### config.mk
export PLATFORM = sky130hd
export DESIGN_NAME = integer_to_zoned_decimal
export DESIGN_NICKNAME = d
export VERILOG_FILES = /design/src/hw/rtl/itzd_pkg.sv /design/src/hw/rtl/integer_to_zoned_decimal.sv
export SDC_FILE = /design/constraint.sdc
export NUM_CORES = 1
export LEC_CHECK = 0
export BUFFER_PORTS_ARGS = -buffer_cell sky130_fd_sc_hd__buf_2
export CAP_MARGIN = 10
export CORE_UTILIZATION = 55
export CTS_BUF_LIST = sky130_fd_sc_hd__clkbuf_16
export DETAILED_ROUTE_END_ITERATION = 10
export GPL_ROUTABILITY_DRIVEN = 0
export GPL_TIMING_DRIVEN = 0
export PLACE_DENSITY = 0.77
export SETUP_SLACK_MARGIN = 0.05
export SKIP_LAST_GASP = 1
export SYNTH_ARGS = -nofsm -noshare
export SYNTH_HDL_FRONTEND = slang
export SYNTH_SLANG_ARGS = --single-unit
### constraint.sdc
create_clock -name clk -period 4.7 [get_ports clk]
set_clock_uncertainty 0.15 [all_clocks]
set_input_delay 1.175 -clock clk [delete_from_list [all_inputs] [get_ports clk]]
set_output_delay 1.175 -clock clk [all_outputs]
set_load 0.05 [all_outputs]
### src/hw/rtl/itzd_pkg.sv
// Package for the integer to zoned decimal converter.
// Holds widths, register indexes, reset values and character codes; no dependencies.
`default_nettype none

package itzd_pkg;

	localparam int MAX_DIGITS_DEF = 31;
	localparam int VALUE_W        = 32;
	localparam int BYTE_W         = 8;
	localparam int CFG_W          = 5;
	localparam int CFG_IDX_W      = 1;
	localparam int DEC_DIGITS     = 10;
	localparam int DIGIT_W        = 4;
	localparam int DIGIT_IDX_W    = 4;

	localparam logic [CFG_IDX_W-1:0] REG_DIGIT_COUNT    = 1'b0;
	localparam logic [CFG_IDX_W-1:0] REG_FRACTION_COUNT = 1'b1;

	localparam logic [CFG_W-1:0] DIGIT_COUNT_RST    = 5'd9;
	localparam logic [CFG_W-1:0] FRACTION_COUNT_RST = 5'd0;

	localparam logic [3:0] ZONE_PLAIN = 4'h3;
	localparam logic [3:0] ZONE_NEG   = 4'hD;

endpackage

`default_nettype wire

### src/hw/rtl/integer_to_zoned_decimal.sv
// Integer to zoned decimal converter, top level.
// Uses itzd_pkg; double-dabble conversion then byte-per-cycle emission while the output is not stalled.
//
//  channel  | signals                              | dir
//  ---------+--------------------------------------+-----
//  input    | in_valid, in_stall, value            | in
//  output   | out_valid, out_stall, zoned_byte,    | out
//           | last_byte                            |
//  config   | cfg_we, cfg_index, cfg_data          | in
//
// One item: a transfer, then conversion at one bit per cycle through the per-digit
// add-3/shift cells, then n field bytes (n = digit count), one per cycle unless stalled.
// Reset clears the sequencer and the output valid and sets the config registers to their defaults.
// A stalled output holds its byte and pauses emission; input stays stalled
// until the last byte of the field is loaded into the output register.
`default_nettype none

module integer_to_zoned_decimal #(
	parameter int MAX_DIGITS = itzd_pkg::MAX_DIGITS_DEF
) (
	input  wire logic                              clk,
	input  wire logic                              arst_n,
	input  wire logic                              in_valid,
	output logic                                   in_stall,
	input  wire logic signed [itzd_pkg::VALUE_W-1:0] value,
	output logic                                   out_valid,
	input  wire logic                              out_stall,
	output logic        [itzd_pkg::BYTE_W-1:0]     zoned_byte,
	output logic                                   last_byte,
	input  wire logic                              cfg_we,
	input  wire logic   [itzd_pkg::CFG_IDX_W-1:0]  cfg_index,
	input  wire logic   [itzd_pkg::CFG_W-1:0]      cfg_data
);
	import itzd_pkg::*;

	localparam int PW = $clog2(MAX_DIGITS + 1);
	localparam int NW = (PW > CFG_W) ? PW : CFG_W;
	localparam int BW = $clog2(VALUE_W);

	typedef enum logic [2:0] {
		ST_IDLE = 3'b001,
		ST_CONV = 3'b010,
		ST_EMIT = 3'b100
	} state_t;

	state_t               state_q;
	logic [CFG_W-1:0]     digit_count_q;
	logic [CFG_W-1:0]     fraction_count_q;
	logic [VALUE_W-1:0]   mag_q;
	logic                 neg_q;
	logic [BW-1:0]        bit_q;
	logic [PW-1:0]        pos_q;
	logic [DIGIT_W-1:0]   dig_q [DEC_DIGITS];
	logic [DIGIT_W-1:0]   adj   [DEC_DIGITS];
	logic                 out_valid_q;
	logic [BYTE_W-1:0]    zoned_byte_q;
	logic                 last_byte_q;

	logic [NW-1:0]        n_eff;
	logic [NW-1:0]        f_eff;
	logic [NW-1:0]        ip;
	logic [NW-1:0]        r;
	logic [NW-1:0]        pos_ext;
	logic [DIGIT_W-1:0]   emit_digit;
	logic                 emit_last;
	logic                 emit_go;
	logic                 in_xfer;

	assign in_xfer = in_valid && !in_stall;
	assign in_stall = (state_q != ST_IDLE);

	always_comb begin
		if (NW'(digit_count_q) > NW'(MAX_DIGITS)) begin
			n_eff = NW'(MAX_DIGITS);
		end else begin
			n_eff = NW'(digit_count_q);
		end
		if (NW'(fraction_count_q) > n_eff) begin
			f_eff = n_eff;
		end else begin
			f_eff = NW'(fraction_count_q);
		end
		ip      = n_eff - f_eff;
		pos_ext = NW'(pos_q);
		r       = ip - NW'(1) - pos_ext;
		emit_digit = '0;
		if (pos_ext < ip && r < NW'(DEC_DIGITS)) begin
			emit_digit = dig_q[r[DIGIT_IDX_W-1:0]];
		end
		emit_last = (pos_ext == n_eff - NW'(1));
		emit_go   = (state_q == ST_EMIT) && (!out_valid_q || !out_stall);
	end

	always_comb begin
		for (int k = 0; k < DEC_DIGITS; k++) begin
			adj[k] = (dig_q[k] >= DIGIT_W'(5)) ? dig_q[k] + DIGIT_W'(3) : dig_q[k];
		end
	end

	always_ff @(posedge clk or negedge arst_n) begin
		if (!arst_n) begin
			digit_count_q    <= DIGIT_COUNT_RST;
			fraction_count_q <= FRACTION_COUNT_RST;
		end else if (cfg_we) begin
			case (cfg_index)
				REG_DIGIT_COUNT:    digit_count_q    <= cfg_data;
				REG_FRACTION_COUNT: fraction_count_q <= cfg_data;
				default: ;
			endcase
		end
	end

	always_ff @(posedge clk or negedge arst_n) begin
		if (!arst_n) begin
			state_q     <= ST_IDLE;
			out_valid_q <= 1'b0;
			bit_q       <= '0;
			pos_q       <= '0;
		end else begin
			if (out_valid_q && !out_stall) begin
				out_valid_q <= 1'b0;
			end
			case (state_q)
				ST_IDLE: begin
					if (in_xfer) begin
						state_q <= ST_CONV;
						bit_q   <= '0;
					end
				end
				ST_CONV: begin
					bit_q <= bit_q + BW'(1);
					if (bit_q == BW'(VALUE_W - 1)) begin
						pos_q   <= '0;
						state_q <= (n_eff == '0) ? ST_IDLE : ST_EMIT;
					end
				end
				ST_EMIT: begin
					if (emit_go) begin
						out_valid_q <= 1'b1;
						pos_q       <= pos_q + PW'(1);
						if (emit_last) begin
							state_q <= ST_IDLE;
						end
					end
				end
				default: state_q <= ST_IDLE;
			endcase
		end
	end

	// datapath: magnitude, sign, BCD digits, output byte
	always_ff @(posedge clk) begin
		if (in_xfer) begin
			neg_q <= value[VALUE_W-1];
			mag_q <= value[VALUE_W-1] ? (VALUE_W'(0) - VALUE_W'(value)) : VALUE_W'(value);
			for (int k = 0; k < DEC_DIGITS; k++) begin
				dig_q[k] <= '0;
			end
		end else if (state_q == ST_CONV) begin
			mag_q    <= {mag_q[VALUE_W-2:0], 1'b0};
			dig_q[0] <= {adj[0][DIGIT_W-2:0], mag_q[VALUE_W-1]};
			for (int k = 1; k < DEC_DIGITS; k++) begin
				dig_q[k] <= {adj[k][DIGIT_W-2:0], adj[k-1][DIGIT_W-1]};
			end
		end
		if (emit_go) begin
			zoned_byte_q <= {(emit_last && neg_q) ? ZONE_NEG : ZONE_PLAIN, emit_digit};
			last_byte_q  <= emit_last;
		end
	end

	assign out_valid  = out_valid_q;
	assign zoned_byte = zoned_byte_q;
	assign last_byte  = last_byte_q;

endmodule

`default_nettype wire

# Yosys cells after proc, flatten, opt, wreduce, memory -nomap -nowiden
# Memories as Yosys holds them, arrays and structs flattened. A register that Yosys moved wholly into a read port is not among the register bits.
# Cells that the tools add are included.
[word_totals]
register_bits = 62
mem_bits_rw = 40
input_bits = 43
out_inout_bits = 11
wordCells = 127
memories = 1
[mem_list]
columns = ["memory", "words", "word_bits", "read_ports", "rd_clocked_by_memory_dff", "wr", "line_no", "text"]
rows = [
  ["dig_q", 10, 4, 11, 1, 10, "integer_to_zoned_decimal.sv:53", "logic [DIGIT_W-1:0] dig_q [DEC_DIGITS];"],
]
[classes]
add_sub_neg = 17
magnitude_cmp = 14
eq_ne = 10
n_mux = 45
n_bitwise = 11
reduce_logical = 19
[ops]
columns = ["operator", "n"]
rows = [
  ["$mux 32", 3],
  ["$mux 4", 20],
  ["$ge 4x3->1 const B", 10],
  ["$add 4x2->4 const B", 9],
  ["$sub 1x32->32 const A", 1],
  ["$mux 5", 5],
  ["$pmux 5 s2", 2],
  ["$mux 3", 6],
  ["$add 5x1->5 const B", 2],
  ["$or 1x1->1", 10],
  ["$sub 5x1->5 const B", 2],
  ["$sub 5x5->5", 2],
  ["$pmux 3 s3", 1],
  ["$mux 1", 8],
  ["$ne 2x2->1 const B", 4],
  ["$reduce_and 2->1", 3],
  ["$reduce_bool 2->1", 3],
  ["$eq 5x5->1", 1],
  ["$eq 5x5->1 const B", 1],
  ["$gt 5x5->1", 1],
  ["$gt 5x5->1 const B", 1],
  ["$logic_and 1x1->1", 5],
  ["$logic_not 5->1", 1],
  ["$lt 5x4->1 const B", 1],
  ["other kinds (11)", 14],
]

# Logic depth before layout (Yosys ltp)
# Gate-level depths: netlist of run 1.
[depth]
word_depth = 10
mapped_depth = 20
depth_no_buf = 20

# Worst setup path after synthesis of run 1
# OpenSTA, ideal clock, no wires.
[synth_timing]
path_kind = "register to register"
from = "register digit_count_q[3]"
to = "register zoned_byte_q[3], in the netlist zoned_byte[3], read port of dig_q, data pin"
setup_ns = 0.266
t_arrival_ns = 4.328
required_time_ns = 4.284
slack_ns = -0.044
path_stages_with_launch = 16
n_path_buf = 1
synth_period_minus_slack_ns = 4.744
cell_sequence = "dfstp_2 -> inv_1 -> ha_1 -> nand2_1 -> nor4_1 -> nor4_4 -> nor2_1 -> mux2i_1 -> ha_1 -> fa_1 -> fa_1 -> clkbuf_1 -> mux4_2 -> nor2b_1 -> a211oi_1 -> nor3_1"
[synth_between]
elab_chain_cells = 10
word_cells_on_any_way = 11
classes_between = "3 x add/sub; 4 x order compare; 2 x mux; 2 x reduce/logical"
[synth_rtl]
columns = ["element", "line_no", "text"]
rows = [
  ["start, declared", "integer_to_zoned_decimal.sv:47", "logic [CFG_W-1:0] digit_count_q;"],
  ["start signal, assigned", "integer_to_zoned_decimal.sv:106", "REG_DIGIT_COUNT: digit_count_q <= cfg_data;"],
  ["$gt 5x5->1", "integer_to_zoned_decimal.sv:73", "if (NW'(digit_count_q) > NW'(MAX_DIGITS)) begin"],
  ["$mux 5 *", "integer_to_zoned_decimal.sv:73", ""],
  ["$gt 5x5->1", "integer_to_zoned_decimal.sv:78", "if (NW'(fraction_count_q) > n_eff) begin"],
  ["$mux 5", "integer_to_zoned_decimal.sv:78", ""],
  ["$sub 5x5->5 *", "integer_to_zoned_decimal.sv:83", "ip = n_eff - f_eff;"],
  ["$sub 5x1->5", "integer_to_zoned_decimal.sv:85", "r = ip - NW'(1) - pos_ext;"],
  ["$sub 5x5->5", "integer_to_zoned_decimal.sv:85", ""],
  ["$lt 5x4->1", "integer_to_zoned_decimal.sv:87", "if (pos_ext < ip && r < NW'(DEC_DIGITS)) begin"],
  ["$logic_and 1x1->1", "integer_to_zoned_decimal.sv:87", ""],
  ["$logic_not 1->1 (no source line)", "-", ""],
  ["end, declared", "integer_to_zoned_decimal.sv:56", "logic [BYTE_W-1:0] zoned_byte_q;"],
]
# Mark *: on every way between the ends. The rest lies on a longest branch, timed or not.
# A chain may end at the register's enable or synchronous reset.

# Worst setup path after layout of run 1
# Ends and elaborated chain as after synthesis.

==> metrics.yaml, run 1 <==
final_util_pct: 64.99
setup_viol: 0
fin_nets: 825
hold_viol: 0
synthTopCellsByCount: "edfxtp_1 (80), nand2_1 (75), nor2_1 (61)"
numCtsBuffers: 9
route.vias.total: 5185
syn_area_per_cell_um2: 9.971
die_area_mm2: 0.01263
synth_edf_count: 80
status: "complete, no violations"
setup_slack_ns: 0.09870
grtUsageTotal_pct: 23.49
clk_latency_ns: 0.35
tritoncts: "done"
cp_max_fo: 9
synth_top_area_share_pct: 35.85
ys.warnings.count: 0
routed.top_layer: "met4"
wl_met3_um: 535
grt_setup_unrepaired: "true"
num_rows: 39
core-area_mm2: 0.01166
ys_ff_latch: 104
first_pass_iters: 5
antenna_found_initial: 0
max_cap_viol_count: 0
fin_crit_ns: 4.601
critical_path_class: "register to register"
fmax_ghz: 0.2173
die_h_um: 112.4
antenna_cells: 0
dp_hpwl_mm: 10.25
yosysMostFrequentCell: "edfxtp_1"
initial_utilization_pct: 57.45
finalCritPeriodShare_pct: 97.90
grt_pass1_vias: 4975
grt_pass1_wl_mm: 23.47
synth_area_leaders: "edfxtp_1 (36%), dfrtp_1 (7.8%), ha_1 (7.3%), xor2_1 (5.8%), nand2_1 (4.2%)"
place_ws_ns: -0.3759
cp-start-kind: "register"
wl_per_cell_um: 15.87
drive_above_1_share_pct: 15.82
hold_path.class: "register to register"
port_buffers: 52
final_cells: 889
drt-total-wl_mm: 14.11
wl_met1_mm: 6.243
ys_types: 62
worst_pin_slew_ns: 0.9370
cts.path.max_buffers: 2
finalSetupTns_ns: 0
synth_top_area_cell: "edfxtp_1"
power_density_mw_per_mm2: 595.3
syn_to_final_growth_pct: 13.13
report.final.slew_viol_count: 0
leakage_nw: 3.056
drc: 0
n_fill_cell: 915
cp.required_ns: 4.65
synth.cell_area_mm2: 0.006700
met2WireLength_mm: 7.072
synth-main-ff-cell: "edfxtp_1"
cts-root-buf: "clkbuf_16"
overflow: 0
hold-worst-slack_ns: 0.3622
via_per_inst: 5.832
drt-initial-drc-count: 276
clock-sinks: 104
synthCells: 672
async_reset_ff_share_pct: 23.08
htreeDepth: 3
ir_worst_vdd_mv: 0.3095
dp.cells: 867
top_level_ports: 54
drtAntennaViolNets: 0
die_w_um: 112.4
synth-seq-area-share_pct: 44.87
hold_buffers: 0
path_clk_slew_ns: 0.07
grt_max_degree: 73
relSlewSlack_pct: 37.54
cp-end-kind: "register"
crit_arrival_ns: 4.55
synth_nets: 756
==> cell usage in the layout, fill, tap and decap left out, drive strengths merged, types with 8 or more instances in the layout <==
| cell type | n |
|---|---|
| a21oi | 50 |
| buf | 63 |
| clkbuf | 30 |
| dfrtp | 21 |
| edfxtp | 80 |
| ha | 39 |
| inv | 44 |
| mux4 | 8 |
| nand2 | 75 |
| nand2b | 17 |
| nor2 | 61 |
| nor2b | 9 |
| nor3 | 22 |
| nor4 | 8 |
| o21ai | 53 |
| o31ai | 12 |
| xnor2 | 21 |
| xor2 | 44 |
==> worst max-delay path: stages (launching register included) <==
cell      delay, ns
dfstp_2        0.55
inv_1          0.06
ha_1           0.31
nand2_2        0.11
nor4_4         0.32
nor4_4         0.11
nor2_2         0.17
mux2i_1        0.21
ha_2           0.23
fa_2           0.49
fa_1           0.55
buf_8          0.15
mux4_2         0.50
nor2b_1        0.16
a211oi_2       0.21
nor3_2         0.08
==> state kept, by name, indices dropped and copies added (netlist names) <==
register and flops:
mag_q 32, dig_q 40, digit_count_q 5, bit_q 5, pos_ext 5, fraction_count_q 5, zoned_byte 6, out_valid 1
neg_q 1, last_byte 1, state_q 3
==> worst paths after layout <==
path,start,to,slack (ns),depth (start not counted)
min in group asynchronous,arst_n,pos_ext[1]$_DFFE_PN0P_,0.65,1
max in group asynchronous,arst_n,digit_count_q[3]$_DFFE_PN1P_,3.38,1
hold reg to reg,bit_q[2]$_DFFE_PN0P_,bit_q[2]$_DFFE_PN0P_,0.36,1
hold / removal,bit_q[2]$_DFFE_PN0P_,bit_q[2]$_DFFE_PN0P_,0.36,1
setup / recovery,digit_count_q[3]$_DFFE_PN1P_,zoned_byte[3]$_SDFFCE_PN0P_,0.1,15
setup reg to reg,digit_count_q[3]$_DFFE_PN1P_,zoned_byte[3]$_SDFFCE_PN0P_,0.1,15
==> cell families (layout without fill, tap and decap cells) <==
| family | after synthesis | count (layout) | share of synthesized area (%) |
|---|---|---|---|
| buffers and inverters | 69 | 143 | 4.015 |
| multiplexers | 21 | 21 | 4.743 |
| AND/OR/NAND/NOR | 222 | 222 | 16.53 |
| flip-flops | 104 | 104 | 44.87 |
| adder cells (fa/ha/maj) | 41 | 41 | 7.881 |
| other | 1 | 1 | 0.05597 |
| AO/OA/AOI/OAI | 149 | 149 | 13.41 |
| XOR/XNOR | 65 | 65 | 8.497 |
==> per-layer routing <==
layer	GRT usage [%]	vias to the layer above
li1	-	2527
met1	29.71	2496
met2	40.46	143
met3	3.672	19
met4	9.511	0
met5	0	-
==> per-stage QoR <==
stage                     power [W]  cell area [um2]
after floorplan            0.003127             6701
after global placement     0.003495             7141
after detailed placement   0.003584             7143
after CTS                  0.004445             7527
after global routing       0.004833             7580
final                      0.004512             7580
==> cell type report <==
cell class,instances,area [um2],share of cell area [%]
buffer,25,115.1,1.519
sequential,104,3007,39.67
multi-input combinational,499,3476,45.86
clock buffer,10,250.2,3.301
tap,143,178.9,2.361
clock inverter,6,80.08,1.056
timing repair buffer,58,305.3,4.028
inverter,44,167.7,2.212
==> where the power goes <==
| part | internal (W) | switching (W) | leakage, nW |
|---|---|---|---|
| sequential | 0.00147 | 0.000223 | 1.06 |
| clock | 0.000494 | 0.000326 | 0.159 |
| combinational | 0.000826 | 0.00117 | 1.84 |
| total | 0.00279 | 0.00172 | 3.06 |
==> timing repair <==
| item | 4_1_cts | 5_1_grt |
|---|---|---|
| buffers inserted | 2 | 4 |
| endpoints found under the hold margin | 0 | 0 |
| resized for setup | 9 | 5 |
| endpoints found under the setup margin | 4 | 4 |
| pin swaps | 3 | 7 |
No activity file was read; power rests on OpenSTA's default activity.
==> run 2: changes to the inputs <==
--- a/config.mk
+++ b/config.mk
@@ -5,6 +5,7 @@
 export SDC_FILE = /design/constraint.sdc
 export NUM_CORES = 1
 export LEC_CHECK = 0
+export ABC_AREA = 1
 export BUFFER_PORTS_ARGS = -buffer_cell sky130_fd_sc_hd__buf_2
 export CAP_MARGIN = 10
 export CORE_UTILIZATION = 55
==> run 2 against run 1 <==
Combinational power grew 34%; final area grew 4.3%; first-iteration DRC count grew 64%; synthesized area grew 5.7%; synthesized cell count grew 33%; maximum frequency grew 8.1%; flip-flop and latch count is the same; non-clock buffer count shrank 5; sequential share of layout area shrank 1.6 points; register-to-register slack gained 0.35 ns; final cell count grew 28%; critical path depth grew 6; critical path type unchanged; critical endpoint is now zoned_byte[0]$_SDFFCE_PN0P_.
==> metrics.yaml, run 2 <==
finalCritPeriodShare_pct: 90.53  # was 97.90%
synth_area_leaders: "edfxtp_1 (34%), nand2_1 (10%), dfrtp_1 (7.4%), ha_1 (6.9%), inv_1 (6.7%)"  # was edfxtp_1 (36%), dfrtp_1 (7.8%), ha_1 (7.3%), xor2_1 (5.8%), nand2_1 (4.2%)
top_level_ports: 54  # unchanged
leakage_nw: 3.693  # was 3.056 nW
cts-root-buf: "clkbuf_16"  # unchanged
cts.path.max_buffers: 2  # unchanged
power_density_mw_per_mm2: 656.9  # was 595.3 mW/mm2
cp.required_ns: 4.65  # about the same
ir_worst_vdd_mv: 0.3961  # was 0.3095 mV
syn_to_final_growth_pct: 11.63  # was 13.13%
ys.warnings.count: 0  # unchanged
synth-main-ff-cell: "edfxtp_1"  # unchanged
grt_pass1_vias: 5599  # was 4975
via_per_inst: 5.237  # was 5.832
hold_viol: 0  # unchanged
htreeDepth: 3  # unchanged
largest-register: "dig_q"  # unchanged
hold_path.class: "register to register"  # unchanged
dp_hpwl_mm: 11.38  # was 10.25 mm
drt-total-wl_mm: 15.23  # was 14.11 mm
numCtsBuffers: 9  # unchanged
report.final.slew_viol_count: 0  # unchanged
synth.cell_area_mm2: 0.007079  # was 0.006700 mm2
syn_area_per_cell_um2: 7.892  # was 9.971 um2
finalSetupTns_ns: 0  # unchanged
path_clk_slew_ns: 0.08  # was 0.07 ns
async_reset_ff_share_pct: 23.08  # unchanged
crit_arrival_ns: 4.21  # was 4.55 ns
synthCells: 897  # was 672
drive_above_1_share_pct: 12.63  # was 15.82%
cp_slowest_cell: "dfstp_2"  # unchanged
synth_top_area_cell: "edfxtp_1"  # unchanged
hold-worst-slack_ns: 0.3625  # was 0.3622 ns
overflow: 0  # unchanged
wl_per_cell_um: 13.38  # was 15.87 um
cpPeakStageDelay_ns: 0.57  # was 0.55 ns
clock-sinks: 104  # unchanged
setup_viol: 0  # unchanged
initial_utilization_pct: 56.33  # was 57.45%
postCtsSetupRepairBufs: 0  # was 2
ys_types: 48  # was 62
grtUsageTotal_pct: 24.73  # was 23.49%
worst_pin_slew_ns: 0.8952  # was 0.9370 ns
die_h_um: 115.5  # was 112.4 um
path_cells: "inv_1 > ha_1 > nand2_1 > inv_1 > nand2_1 > nor2_2 > nand3_1 > nand2_2 > nand2_4 > nand2_1 > o21ai_0 > ha_1 > fa_1 > xor2_2 > inv_1 > ha_1 > nand3_1 > nand3_1 > xor2_4 > o2111ai_2 > nor2_1"  # was inv_1 > ha_1 > nand2_2 > nor4_4 > nor4_4 > nor2_2 > mux2i_1 > ha_2 > fa_2 > fa_1 > buf_8 > mux4_2 > nor2b_1 > a211oi_2 > nor3_2
relSlewSlack_pct: 40.10  # was 37.54%
die_area_mm2: 0.01333  # was 0.01263 mm2
grt_max_degree: 58  # was 73
route.vias.total: 5960  # was 5185
synth_nets: 981  # was 756
first_pass_iters: 5  # unchanged
num_rows: 41  # was 39
ys_ff_latch: 104  # unchanged
drt-initial-drc-count: 453  # was 276
n_fill_cell: 1133  # was 915
antenna_cells: 0  # unchanged
cp-start-kind: "register"  # unchanged
die_w_um: 115.5  # was 112.4 um
drc: 0  # unchanged
status: "complete, no violations"  # unchanged
clk_latency_ns: 0.36  # was 0.35 ns
cp-end-kind: "register"  # unchanged
largest_reg_flops: 40  # unchanged
fmax_ghz: 0.2350  # was 0.2173 GHz
synth_edf_count: 80  # unchanged
synthTopCellsByCount: "nand2_1 (198), inv_1 (126), nor2_1 (93)"  # was edfxtp_1 (80), nand2_1 (75), nor2_1 (61)
cp_max_fo: 9  # unchanged
drtAntennaViolNets: 0  # unchanged
final_cell_mix: "nand2_1 (197), inv_1 (126), nor2_1 (93), o21ai_0 (88), edfxtp_1 (80)"  # was edfxtp_1 (80), nand2_1 (74), nor2_1 (60), buf_2 (54)
critical_path_class: "register to register"  # unchanged
grt_setup_unrepaired: "false"  # was true
tritoncts: "done"  # unchanged
synth-seq-area-share_pct: 42.47  # was 44.87%
grt_pass1_wl_mm: 25.58  # was 23.47 mm
antenna_found_initial: 0  # unchanged
core-area_mm2: 0.01257  # was 0.01166 mm2
synth_top_area_share_pct: 33.93  # was 35.85%
layout_commonest_cell: "nand2_1"  # was edfxtp_1
setup_slack_ns: 0.4452  # was 0.09870 ns
fin_crit_ns: 4.255  # was 4.601 ns
fin_nets: 1045  # was 825
yosysMostFrequentCell: "nand2_1"  # was edfxtp_1
port_buffers: 52  # unchanged
place_ws_ns: 0.2827  # was -0.3759 ns
max_cap_viol_count: 0  # unchanged
run 2: cell count changes in the layout (fill, tap and decap cells not counted), sizes merged, moves of 9 or more:
cell | previous run | this run
xnor2 | 21 | 2
nor2b | 9 | 0
nor2 | 61 | 100
nand3 | 5 | 48
clkbuf | 30 | 21
o21ai | 53 | 98
nand2b | 17 | 0
o31ai | 12 | 2
xor2 | 44 | 35
inv | 44 | 139
nand2 | 75 | 203
run 2: layout make-up:
cell class              instances  area [um2]  share of cell area, %
plain buffers                  25       121.4                  1.536
multi-input cells             634        3482                  44.06
repair buffers                 53       287.8                  3.642
inverters                     134       503.0                  6.365
flip-flops and latches        104        3007                  38.05
clock buffers                   9       225.2                  2.850
clock inverters                 7       61.31                 0.7758
well taps                     172       215.2                  2.723
run 2: kinds of logic after synthesis:
family | count (synthesis) | synth area share [%]
AND/OR/NAND/NOR | 384 | 23.29
AO/OA/AOI/OAI | 171 | 13.13
buffers and inverters | 159 | 8.801
flip-flops | 104 | 42.47
adder cells (fa/ha/maj) | 41 | 7.459
XOR/XNOR | 37 | 4.790
other | 1 | 0.05297
run 2: final timing paths:
kind                            cells after the start                         start  slack, ns                               to
worst min register to register                      2          bit_q[4]$_DFFE_PN0P_       0.36             bit_q[4]$_DFFE_PN0P_
worst max register to register                     21  digit_count_q[3]$_DFFE_PN1P_       0.45      zoned_byte[0]$_SDFFCE_PN0P_
worst max-delay path                               21  digit_count_q[3]$_DFFE_PN1P_       0.45      zoned_byte[0]$_SDFFCE_PN0P_
min in group asynchronous                           1                        arst_n       0.64  fraction_count_q[0]$_DFFE_PN0P_
max in group asynchronous                           1                        arst_n       3.39     digit_count_q[3]$_DFFE_PN1P_
worst min-delay path                                2          bit_q[4]$_DFFE_PN0P_       0.36             bit_q[4]$_DFFE_PN0P_
run 2: power breakdown:
part	switching (W)	total, W	internal (W)
clock network	0.000370	0.000741	0.000371
logic	0.00178	0.00268	0.000901
registers	0.000230	0.00177	0.00154
total	0.00238	0.00519	0.00281
run 2: repair_timing:
item | in CTS | in global routing
setup endpoints to repair | 0 | 4
hold buffers | 0 | 0
gates resized for setup | 0 | 5
run 2: worst max-delay path: cells and delay by family, from the launching register on:
kind / cells / cell delay (ns)
AOI/OAI and AO/OA: 2 / 0.39
xor gates and xnor gates: 2 / 0.42
adders and majority gates: 4 / 1.30
buffers and inverters: 3 / 0.21
DFF: 1 / 0.57
and+or+nand+nor: 10 / 0.95
run 2: routing by layer:
metal | share of wire [%] | GRT usage [%] | up-vias | wire length (um)
met5 | 0 | 0 | - | 0
met4 | 2.1 | 9.610 | 0 | 320
met3 | 4.6 | 3.766 | 25 | 702
met2 | 47 | 41.60 | 143 | 7211
met1 | 46 | 32.22 | 2729 | 6993
li1 | - | - | 3063 | -
run 2: through the flow:
step	util [%]	power, W	instance area [um2]	cells
after floorplan	-	0.003700	7079	897
after global placement	60.11	0.004302	7555	1121
after detailed placement	60.39	0.004394	7590	1122
after CTS	62.67	0.005150	7876	1138
after global routing	62.88	0.005651	7903	1138
final	62.88	0.005191	7903	1138
